`src/design/ple_pkg.sv`:
```
// Shared types and codes for the positional list engine.
package ple_pkg;

  localparam int unsigned OP_W   = 2;
  localparam int unsigned POS_W  = 7;
  localparam int unsigned HIN_W  = 16;
  localparam int unsigned ST_W   = 2;
  localparam int unsigned CNT_W  = 7;

  localparam logic [OP_W-1:0] OP_INSERT = 2'd0;
  localparam logic [OP_W-1:0] OP_REMOVE = 2'd1;
  localparam logic [OP_W-1:0] OP_READ   = 2'd2;

  localparam logic [ST_W-1:0] ST_DONE  = 2'd0;
  localparam logic [ST_W-1:0] ST_RANGE = 2'd1;
  localparam logic [ST_W-1:0] ST_FULL  = 2'd2;

  typedef struct packed {
    logic [OP_W-1:0]  operation;
    logic [POS_W-1:0] position;
    logic [HIN_W-1:0] handle;
  } ple_req_t;

  typedef struct packed {
    logic [ST_W-1:0]  status;
    logic [HIN_W-1:0] read_handle;
    logic [CNT_W-1:0] entry_count;
  } ple_res_t;

endpackage

```
`src/design/ple_ram.sv`:
```
// Generic simple dual-port RAM with registered read.
module ple_ram #(
  parameter int unsigned WIDTH = 16,
  parameter int unsigned DEPTH = 64
) (
  input  logic                     clk_i,
  input  logic                     we_i,
  input  logic [$clog2(DEPTH)-1:0] waddr_i,
  input  logic [WIDTH-1:0]         wdata_i,
  input  logic [$clog2(DEPTH)-1:0] raddr_i,
  output logic [WIDTH-1:0]         rdata_o
);

  logic [WIDTH-1:0] mem_q [DEPTH];
  logic [WIDTH-1:0] rdata_q;

  always_ff @(posedge clk_i) begin
    if (we_i) begin
      mem_q[waddr_i] <= wdata_i;
    end
    rdata_q <= mem_q[raddr_i];
  end

  assign rdata_o = rdata_q;

endmodule

```
`src/design/ple_ctrl.sv`:
```
// Sequencer and shared index unit that shift list entries through the RAM.
module ple_ctrl #(
  parameter int unsigned DEPTH       = 64,
  parameter int unsigned HANDLE_BITS = 16
) (
  input  logic                     clk_i,
  input  logic                     rst_ni,
  input  logic                     req_valid_i,
  input  ple_pkg::ple_req_t        req_i,
  output logic                     idle_o,
  output logic                     res_valid_o,
  input  logic                     res_ready_i,
  output ple_pkg::ple_res_t        res_o,
  output logic                     mem_we_o,
  output logic [$clog2(DEPTH)-1:0] mem_waddr_o,
  output logic [HANDLE_BITS-1:0]   mem_wdata_o,
  output logic [$clog2(DEPTH)-1:0] mem_raddr_o,
  input  logic [HANDLE_BITS-1:0]   mem_rdata_i
);
  import ple_pkg::*;

  localparam int unsigned AW = $clog2(DEPTH);
  localparam int unsigned CW = $clog2(DEPTH + 1);
  localparam int unsigned PW = (CW > POS_W) ? CW : POS_W;

  localparam logic [2:0] S_IDLE   = 3'd0;
  localparam logic [2:0] S_RD     = 3'd1;
  localparam logic [2:0] S_WR     = 3'd2;
  localparam logic [2:0] S_PUT    = 3'd3;
  localparam logic [2:0] S_RDWAIT = 3'd4;
  localparam logic [2:0] S_DONE   = 3'd5;

  logic [2:0]             state_q, state_d;
  logic [CW-1:0]          cnt_q, cnt_d;
  logic [AW-1:0]          idx_q, idx_d;
  logic [AW-1:0]          tgt_q, tgt_d;
  logic [OP_W-1:0]        op_q, op_d;
  logic [ST_W-1:0]        st_q, st_d;
  logic [HANDLE_BITS-1:0] hdl_q, hdl_d;
  logic [HANDLE_BITS-1:0] rd_q, rd_d;

  logic [PW-1:0]   posx, cntx;
  logic [AW-1:0]   ins_pos;
  logic [AW-1:0]   step;
  logic            more;

  assign posx    = PW'(req_i.position);
  assign cntx    = PW'(cnt_q);
  assign ins_pos = (posx > cntx) ? AW'(cnt_q) : AW'(posx);

  // Shared index unit: insert walks down, remove walks up.
  assign step = (op_q == OP_INSERT) ? idx_q - 1'b1 : idx_q + 1'b1;
  assign more = (op_q == OP_INSERT) ? (step > tgt_q) : (step < tgt_q);

  always_comb begin
    state_d = state_q;
    cnt_d   = cnt_q;
    idx_d   = idx_q;
    tgt_d   = tgt_q;
    op_d    = op_q;
    st_d    = st_q;
    hdl_d   = hdl_q;
    rd_d    = rd_q;

    mem_we_o    = 1'b0;
    mem_waddr_o = idx_q;
    mem_wdata_o = mem_rdata_i;
    mem_raddr_o = (state_q == S_RD) ? step : AW'(posx);

    unique case (state_q)
      S_IDLE: begin
        if (req_valid_i) begin
          op_d  = req_i.operation;
          hdl_d = HANDLE_BITS'(req_i.handle);
          st_d  = ST_DONE;
          rd_d  = '0;
          unique case (req_i.operation)
            OP_INSERT: begin
              if (cnt_q == CW'(DEPTH)) begin
                st_d    = ST_FULL;
                state_d = S_DONE;
              end else begin
                idx_d   = AW'(cnt_q);
                tgt_d   = ins_pos;
                state_d = (posx < cntx) ? S_RD : S_PUT;
              end
            end
            OP_REMOVE: begin
              if (posx >= cntx) begin
                st_d    = ST_RANGE;
                state_d = S_DONE;
              end else begin
                idx_d = AW'(posx);
                tgt_d = AW'(cnt_q - 1'b1);
                if ((PW + 1)'(posx) + 1'b1 < (PW + 1)'(cntx)) begin
                  state_d = S_RD;
                end else begin
                  cnt_d   = cnt_q - 1'b1;
                  state_d = S_DONE;
                end
              end
            end
            OP_READ: begin
              if (posx >= cntx) begin
                st_d    = ST_RANGE;
                state_d = S_DONE;
              end else begin
                state_d = S_RDWAIT;
              end
            end
            default: begin
              state_d = S_DONE;
            end
          endcase
        end
      end
      S_RD: begin
        state_d = S_WR;
      end
      S_WR: begin
        // Move the neighbor one place and advance.
        mem_we_o = 1'b1;
        idx_d    = step;
        if (more) begin
          state_d = S_RD;
        end else if (op_q == OP_INSERT) begin
          state_d = S_PUT;
        end else begin
          cnt_d   = cnt_q - 1'b1;
          state_d = S_DONE;
        end
      end
      S_PUT: begin
        mem_we_o    = 1'b1;
        mem_waddr_o = tgt_q;
        mem_wdata_o = hdl_q;
        cnt_d       = cnt_q + 1'b1;
        state_d     = S_DONE;
      end
      S_RDWAIT: begin
        rd_d    = mem_rdata_i;
        state_d = S_DONE;
      end
      S_DONE: begin
        if (res_ready_i) begin
          state_d = S_IDLE;
        end
      end
      default: begin
        state_d = S_IDLE;
      end
    endcase
  end

  always_ff @(posedge clk_i or negedge rst_ni) begin
    if (!rst_ni) begin
      state_q <= S_IDLE;
      cnt_q   <= '0;
    end else begin
      state_q <= state_d;
      cnt_q   <= cnt_d;
    end
  end

  always_ff @(posedge clk_i) begin
    idx_q <= idx_d;
    tgt_q <= tgt_d;
    op_q  <= op_d;
    st_q  <= st_d;
    hdl_q <= hdl_d;
    rd_q  <= rd_d;
  end

  assign idle_o            = (state_q == S_IDLE);
  assign res_valid_o       = (state_q == S_DONE);
  assign res_o.status      = st_q;
  assign res_o.read_handle = HIN_W'(rd_q);
  assign res_o.entry_count = CNT_W'(cnt_q);

endmodule

```
`src/design/positional_list_engine.sv`:
```
// Path to the output register: a read waits on the registered RAM read; insert moves
// entries up, then writes the handle; remove moves entries down; rejected and unused
// requests go straight to the result. Each move is one RAM read state and one RAM write state.
// Throughput: one request at a time; the next is taken the cycle after the result
// enters the output register, and the result waits while that register is stalled.
// Reset: asynchronous; clears the entry count, control and output valid; RAM is not cleared.
module positional_list_engine #(
  parameter int unsigned DEPTH       = 64,
  parameter int unsigned HANDLE_BITS = 16
) (
  input  logic                        clk_i,
  input  logic                        rst_ni,
  input  logic                        in_valid_i,
  output logic                        in_stall_o,
  input  logic [ple_pkg::OP_W-1:0]    operation_i,
  input  logic [ple_pkg::POS_W-1:0]   position_i,
  input  logic [ple_pkg::HIN_W-1:0]   handle_i,
  output logic                        out_valid_o,
  input  logic                        out_stall_i,
  output logic [ple_pkg::ST_W-1:0]    status_o,
  output logic [ple_pkg::HIN_W-1:0]   read_handle_o,
  output logic [ple_pkg::CNT_W-1:0]   entry_count_o
);
  import ple_pkg::*;

  localparam int unsigned AW = $clog2(DEPTH);

  ple_req_t               req;
  ple_res_t               res;
  ple_res_t               out_q;
  logic                   out_valid_q;
  logic                   idle;
  logic                   res_valid;
  logic                   slot_free;
  logic                   mem_we;
  logic [AW-1:0]          mem_waddr, mem_raddr;
  logic [HANDLE_BITS-1:0] mem_wdata, mem_rdata;

  assign req.operation = operation_i;
  assign req.position  = position_i;
  assign req.handle    = handle_i;

  assign slot_free  = !out_valid_q || !out_stall_i;
  assign in_stall_o = !idle;

  ple_ctrl #(
    .DEPTH       (DEPTH),
    .HANDLE_BITS (HANDLE_BITS)
  ) u_ctrl (
    .clk_i       (clk_i),
    .rst_ni      (rst_ni),
    .req_valid_i (in_valid_i),
    .req_i       (req),
    .idle_o      (idle),
    .res_valid_o (res_valid),
    .res_ready_i (slot_free),
    .res_o       (res),
    .mem_we_o    (mem_we),
    .mem_waddr_o (mem_waddr),
    .mem_wdata_o (mem_wdata),
    .mem_raddr_o (mem_raddr),
    .mem_rdata_i (mem_rdata)
  );

  ple_ram #(
    .WIDTH (HANDLE_BITS),
    .DEPTH (DEPTH)
  ) u_ram (
    .clk_i   (clk_i),
    .we_i    (mem_we),
    .waddr_i (mem_waddr),
    .wdata_i (mem_wdata),
    .raddr_i (mem_raddr),
    .rdata_o (mem_rdata)
  );

  always_ff @(posedge clk_i or negedge rst_ni) begin
    if (!rst_ni) begin
      out_valid_q <= 1'b0;
    end else if (slot_free) begin
      out_valid_q <= res_valid;
    end
  end

  always_ff @(posedge clk_i) begin
    if (slot_free && res_valid) begin
      out_q <= res;
    end
  end

  assign out_valid_o   = out_valid_q;
  assign status_o      = out_q.status;
  assign read_handle_o = out_q.read_handle;
  assign entry_count_o = out_q.entry_count;

endmodule

```
`config.mk`:
```
export PLATFORM = sky130hd
export DESIGN_NAME = positional_list_engine
export DESIGN_NICKNAME = d
export VERILOG_FILES = /design/src/design/ple_pkg.sv /design/src/design/ple_ram.sv /design/src/design/ple_ctrl.sv /design/src/design/positional_list_engine.sv
export SDC_FILE = /design/constraint.sdc
export NUM_CORES = 1
export LEC_CHECK = 0
export ABC_AREA = 1
export ABC_CLOCK_PERIOD_IN_PS = 8800
export BUFFER_PORTS_ARGS = -buffer_cell sky130_fd_sc_hd__buf_2
export CAP_MARGIN = 20
export CORE_MARGIN = 8
export CORE_UTILIZATION = 50
export DETAILED_ROUTE_END_ITERATION = 10
export GPL_ROUTABILITY_DRIVEN = 1
export PLACE_DENSITY = 0.64
export SLEW_MARGIN = 20
export SYNTH_ARGS = -nofsm -noshare
export SYNTH_HDL_FRONTEND = slang
export SYNTH_SLANG_ARGS = --single-unit
```
`constraint.sdc`:
```
create_clock -name clk_i -period 8.8 [get_ports clk_i]
set_input_delay 1.76 -clock clk_i [delete_from_list [all_inputs] [get_ports clk_i]]
set_output_delay 1.76 -clock clk_i [all_outputs]
set_load 0.02 [all_outputs]
```
; ---- Word-level counts from Yosys, hierarchy flattened
; Memory sizes are Yosys's and may differ from the RTL's. A register that Yosys moved wholly into a read port is not among the register bits.
; Cells that the tools add are included.
; Widths: inputs -> output; s select.
[classes]
add_sub_neg = 5
order_cmp = 6
eq_ne = 20
n_mux = 40
reduce_logical = 21
[op_table]
columns = op, count
row1 = $mux 6, 9
row2 = $mux 7, 6
row3 = $pmux 6 s2, 3
row4 = $mux 16, 2
row5 = $pmux 16 s2, 1
row6 = $mux 3, 7
row7 = $pmux 7 s3, 1
row8 = $pmux 3 s5, 1
row9 = $ne 2x2->1 const B, 7
row10 = $reduce_and 5->1, 2
row11 = $pmux 3 s3, 1
row12 = $add 7x1->8 const B, 1
row13 = $lt 8x7->1, 1
row14 = $add 7x1->7 const B, 1
row15 = $eq 7x7->1 const B, 1
row16 = $ge 7x7->1, 1
row17 = $gt 7x7->1, 1
row18 = $lt 7x7->1, 1
row19 = $reduce_and 7->1, 1
row20 = $sub 7x1->7 const B, 1
row21 = $add 6x1->6 const B, 1
row22 = $eq 3x2->1 const B, 2
row23 = $eq 3x3->1 const B, 2
row24 = $gt 6x6->1, 1
row25 = other kinds (20), 37
[word_totals]
regBits = 84
ram_bits = 1024
input_bits = 29
out_inout_bits = 27
elab_cells = 105
n_memories = 1
[mem_list]
columns = memory, words, width, read_ports, rd_ports_with_merged_regs, wr, line_no
row1 = u_ram.mem_q, 64, 16, 1, 1, 1, ple_ram.sv:14  ; logic [WIDTH-1:0] mem_q [DEPTH];

; ---- Longest topological paths before layout
[depth]
word_depth = 7
mapped_depth = 23
ltp_nobuf = 23

; ---- Modules after synthesis
; From an unflattened synthesis, not the netlist that was laid out.
[hier_totals]
hier_cells = 4035
area_unflattened_um2 = 46814.9
[by_module_without_submodules]
columns = mod, n_inst, cells_each, area_per_inst_um2, seq_area_each_um2
row1 = ple_ram, 1, 3517, 42099.1, 31069.8
row2 = ple_ctrl, 1, 487, 3920.0, 1691.6
row3 = positional_list_engine, 1, 31, 795.8, 775.7

; ---- Worst setup path before layout
; Ideal clock, no wire load.
[synth_timing]
path_kind = reg2reg
start = register u_ctrl.state_q[1]
end = memory u_ram.mem_q[0][0], data pin
setup_ps = 702
arrival_ps = 3572
required_time_ps = 8098
path_slack_ps = 4526
stages_incl_launch_ff = 8
n_path_buf = 2
synth_period_minus_slack_ps = 4274
path_cell_list = dfrtp_1 inv_2 nor2_2 inv_2 nor2_4 buf_2 clkbuf_1 o21ai_0
[synth_between]
elab_chain_len = 2
[synth_rtl]
columns = element, line_no
row1 = "start, declared", ple_ctrl.sv:33  ; logic [2:0] state_q, state_d;
row2 = "start signal, assigned", ple_ctrl.sv:160  ; state_q <= state_d;
row3 = $eq 3x2->1, ple_ctrl.sv:70  ; unique case (state_q)
row4 = $mux 16, ple_ctrl.sv:70
row5 = via mem_wdata[0], positional_list_engine.sv:37  ; logic [HANDLE_BITS-1:0] mem_wdata, mem_rdata;
row6 = "end, declared", ple_ram.sv:14
; The timed path passes the listed nets, and every way through them passes these cells.

; ---- Worst setup path in the final report
[layout_timing]
start = input port position_i[0] (netlist bit)
end = register u_ram.rdata_q[1], in the netlist u_ram.rdata_o[1] (read register of u_ram.mem_q)
[layout_between]
elab_chain_len = 1
[layout_rtl]
columns = element, line_no
row1 = "start, declared", positional_list_engine.sv:16  ; input logic [ple_pkg::POS_W-1:0] position_i,
row2 = $mux 6, ple_ctrl.sv:68  ; mem_raddr_o = (state_q == S_RD) ? step : AW'(posx);
row3 = "end, declared", ple_ram.sv:15  ; logic [WIDTH-1:0] rdata_q;
; No other way between the ends.
; A chain may end at the register's enable or synchronous reset.

==> flow_metrics.env <==
export IMPL_endpoint_kind="flip-flop"
export IMPL_clock_root_buffer="clkbuf_16"
export IMPL_final_core_util=0.555
export IMPL_fillerInstances=8556
export IMPL_whs_ns=0.407
export IMPL_grt_max_degree=200
export IMPL_hold_violations=0
export IMPL_synth_nets=5077
export IMPL_synth_most_common_cell="nand2_1"
export IMPL_min_period_ns=5.05
export IMPL_die_h_um=335
export IMPL_worstPathMaxFanout=199
export IMPL_cp_slowest_stage_delay_ns=0.86
export IMPL_antenna_left=0
export IMPL_hold_path_class="flip-flop to flip-flop"
export IMPL_row_count=117
export IMPL_post_cts_buffers=0
export IMPL_clock_sinks=1124
export IMPL_track_usage=0.240
export IMPL_synth_top_area_share=0.649
export IMPL_synth_seq_area_share=0.661
export IMPL_synth_edf_count=1097
export IMPL_core_sq_mm=0.101
export IMPL_slew_headroom=0.0535
export IMPL_placed_cells=6289
export IMPL_grt_pass1_wl_mm=205
export IMPL_synthArstFlopShare=0.00979
export IMPL_antenna_found_initial=2
export IMPL_port_buffers=55
export IMPL_setup_worst_path_class="input pin to flip-flop"
export IMPL_grt_pass1_vias=32600
export IMPL_max_freq_mhz=198
export IMPL_cpMaxStageDelayCell="nand2_8"
export IMPL_crit_top_cell="nand2_1"
export IMPL_ir_drop_mv=0.313
export IMPL_status="completed"
export IMPL_synth_ff_type="edfxtp_1"
export IMPL_drive_gt1_frac=0.0713
export IMPL_cts_resized=0
export IMPL_first_iter_violations=3841
export IMPL_leakage_nw=23.7
export IMPL_initial_core_util=0.501
export IMPL_synth_area_leaders="edfxtp_1 (65%), nand2_1 (13%), nand3_1 (6.0%)"
export IMPL_skew_ns=0.0214
export IMPL_gp_congestion=0.888
export IMPL_firstDrtPassIters=6
export IMPL_rsz0062_at_grt="no"
export IMPL_postSynthCellCount=5020
export IMPL_final_setup_tns_ns=0
export IMPL_yosysUniqueCellTypes=40
export IMPL_maxSlewViolCount=0
export IMPL_fin_nets=5095
export IMPL_cts_htree_levels=3
export IMPL_drt_drc_violations_left=0
export IMPL_mappedNetlistArea_sq_mm=0.0507
export IMPL_path_buf_inv=3
export IMPL_cts_buffer_depth=3
export IMPL_ioPinCount=56
export IMPL_syn_area_per_cell_sq_um=10.1
export IMPL_start_kind="input pin"
export IMPL_critical_path_arrival_ns=5.67
export IMPL_fp_dieW_um=335
export IMPL_fin_crit_sh=0.574
export IMPL_routed_wl_mm=137
export IMPL_crit_family="simple AND/OR/NAND/NOR gates"
export IMPL_cts_inserted_buffers=114
export IMPL_synth_common_cells="nand2_1 (1753), edfxtp_1 (1097), inv_1 (726), nand3_1 (607), nand3b_1 (209)"
export IMPL_via_count=34700
export IMPL_cap_violations=0
export IMPL_worst_slew_pin_slew_ns=1.42
export IMPL_synth_top_area_cell="edfxtp_1"
export IMPL_stdcell_count=6505
export IMPL_totalPowerFinal_mw=18.5
export IMPL_grt_overflow=0
export IMPL_dieArea_sq_mm=0.112
export IMPL_powerDensity_mw_per_mm2=329
export IMPL_vias_per_cell=5.34
export IMPL_crit_required_ns=9.42
export IMPL_path_cells="buf_2 > inv_1 > nand2_8 > nand2_8 > buf_12 > nor2_1 > o21ai_1 > nand2_1 > nand2_1 > nand2_1 > nand3_1 > nand3_1 > nand2_1"
export IMPL_synth_seq_cells=1124
export IMPL_hold_buffers=0
export IMPL_insertion_delay_ns=0.69
export IMPL_yosysWarningCount=0
export IMPL_setup_viol=0
export IMPL_hpwl_mm=73.5
export IMPL_path_clk_slew_ns=0.06
export IMPL_wire_per_inst_um=21.1
export IMPL_cts_tree="built"
export IMPL_area_delta_synth_final_pct=10.6
registers in the layout, summed over array words and instances (netlist names):
signal          cells
status_o            2
u_ctrl.cnt_q        7
entry_count_o       7
u_ctrl.rd_q        16
u_ctrl.idx_q        6
read_handle_o      16
out_valid_o         1
u_ctrl.tgt_q        6
u_ctrl.st_q         2
u_ram.rdata_o      16
u_ram.mem_q      1024
u_ctrl.state_q      3
u_ctrl.hdl_q       16
u_ctrl.op_q         2
per-layer routing:
layer  global-route usage  vias to the layer above  routed length (um)
met5                    0                        -                   0
met4               0.0874                        0                4470
met3               0.0418                      206               12300
met2                0.380                     1483               62800
met1                0.334                    16700               57800
li1                     -                    16400                   -
cell usage in the layout (no fill, tap or decap), types with 18 or more instances in the layout:
master     synthesis  final
nand2_1         1753   1748
edfxtp_1        1097   1097
inv_1            726    725
nand3_1          607    607
nand3b_1         209    209
nor2_1           143    143
clkbuf_16          0    117
buf_4             29     99
buf_2            165     55
o21ai_0           47     31
o21ai_1           30     30
clkinv_1           2     29
ha_1              28     28
clkbuf_1          51     28
clkinv_2           0     24
xor2_1            18     18
o21ai_4            1     18
final timing paths:
path                                               start                            to  slack [ns]  cells after the start
min reg2reg                     u_ctrl.st_q[0]$_DFFE_PP_         status_o[0]$_DFFE_PP_        0.41                      0
min in group asynchronous                         rst_ni   u_ctrl.cnt_q[2]$_DFFE_PN0P_        0.94                      1
max reg2reg                u_ctrl.state_q[2]$_DFFE_PN0P_  u_ram.mem_q[43][8]$_DFFE_PP_        3.86                     11
min                             u_ctrl.st_q[0]$_DFFE_PP_         status_o[0]$_DFFE_PP_        0.41                      0
max in group asynchronous                         rst_ni   u_ctrl.cnt_q[5]$_DFFE_PN0P_        7.65                      1
max                                        position_i[0]      u_ram.rdata_o[1]$_DFF_P_        3.75                     13
logic make-up after synthesis:
kind of cell,count (synthesis),share of synthesized area
and+or+nand+nor,2744,0.235
DFF,1124,0.661
buffers and inverters,991,0.0806
AOI/OAI and AO/OA,113,0.0124
adders and majority gates,28,0.00691
xor gates and xnor gates,20,0.00345
report_power, final:
part	internal (mW)	switching (mW)	total, mW
combinational	1.53	5.19	6.72
clock	2.67	1.99	4.67
sequential	6.97	0.126	7.09
total	11.2	7.31	18.5
final cells by class:
class	count	area (sq um)	share of cell area
flip-flops and latches	1124	33500	0.598
multi-input cells	2905	13400	0.238
clock buffers	151	3120	0.0555
inverters	732	2750	0.0490
well taps	1368	1710	0.0305
repair buffers	161	1170	0.0208
clock inverters	62	464	0.00827
diodes	2	5.00	0.0000892
through the flow:
step,cell area (sq um),worst slack [ns]
2_1_floorplan,50700,4.53
3_3_place_gp,52500,3.21
3_5_place_dp,52500,3.17
4_1_cts,56100,3.81
5_1_grt,56100,3.57
6_report,56100,3.75
No activity file was read; power rests on OpenSTA's default activity.
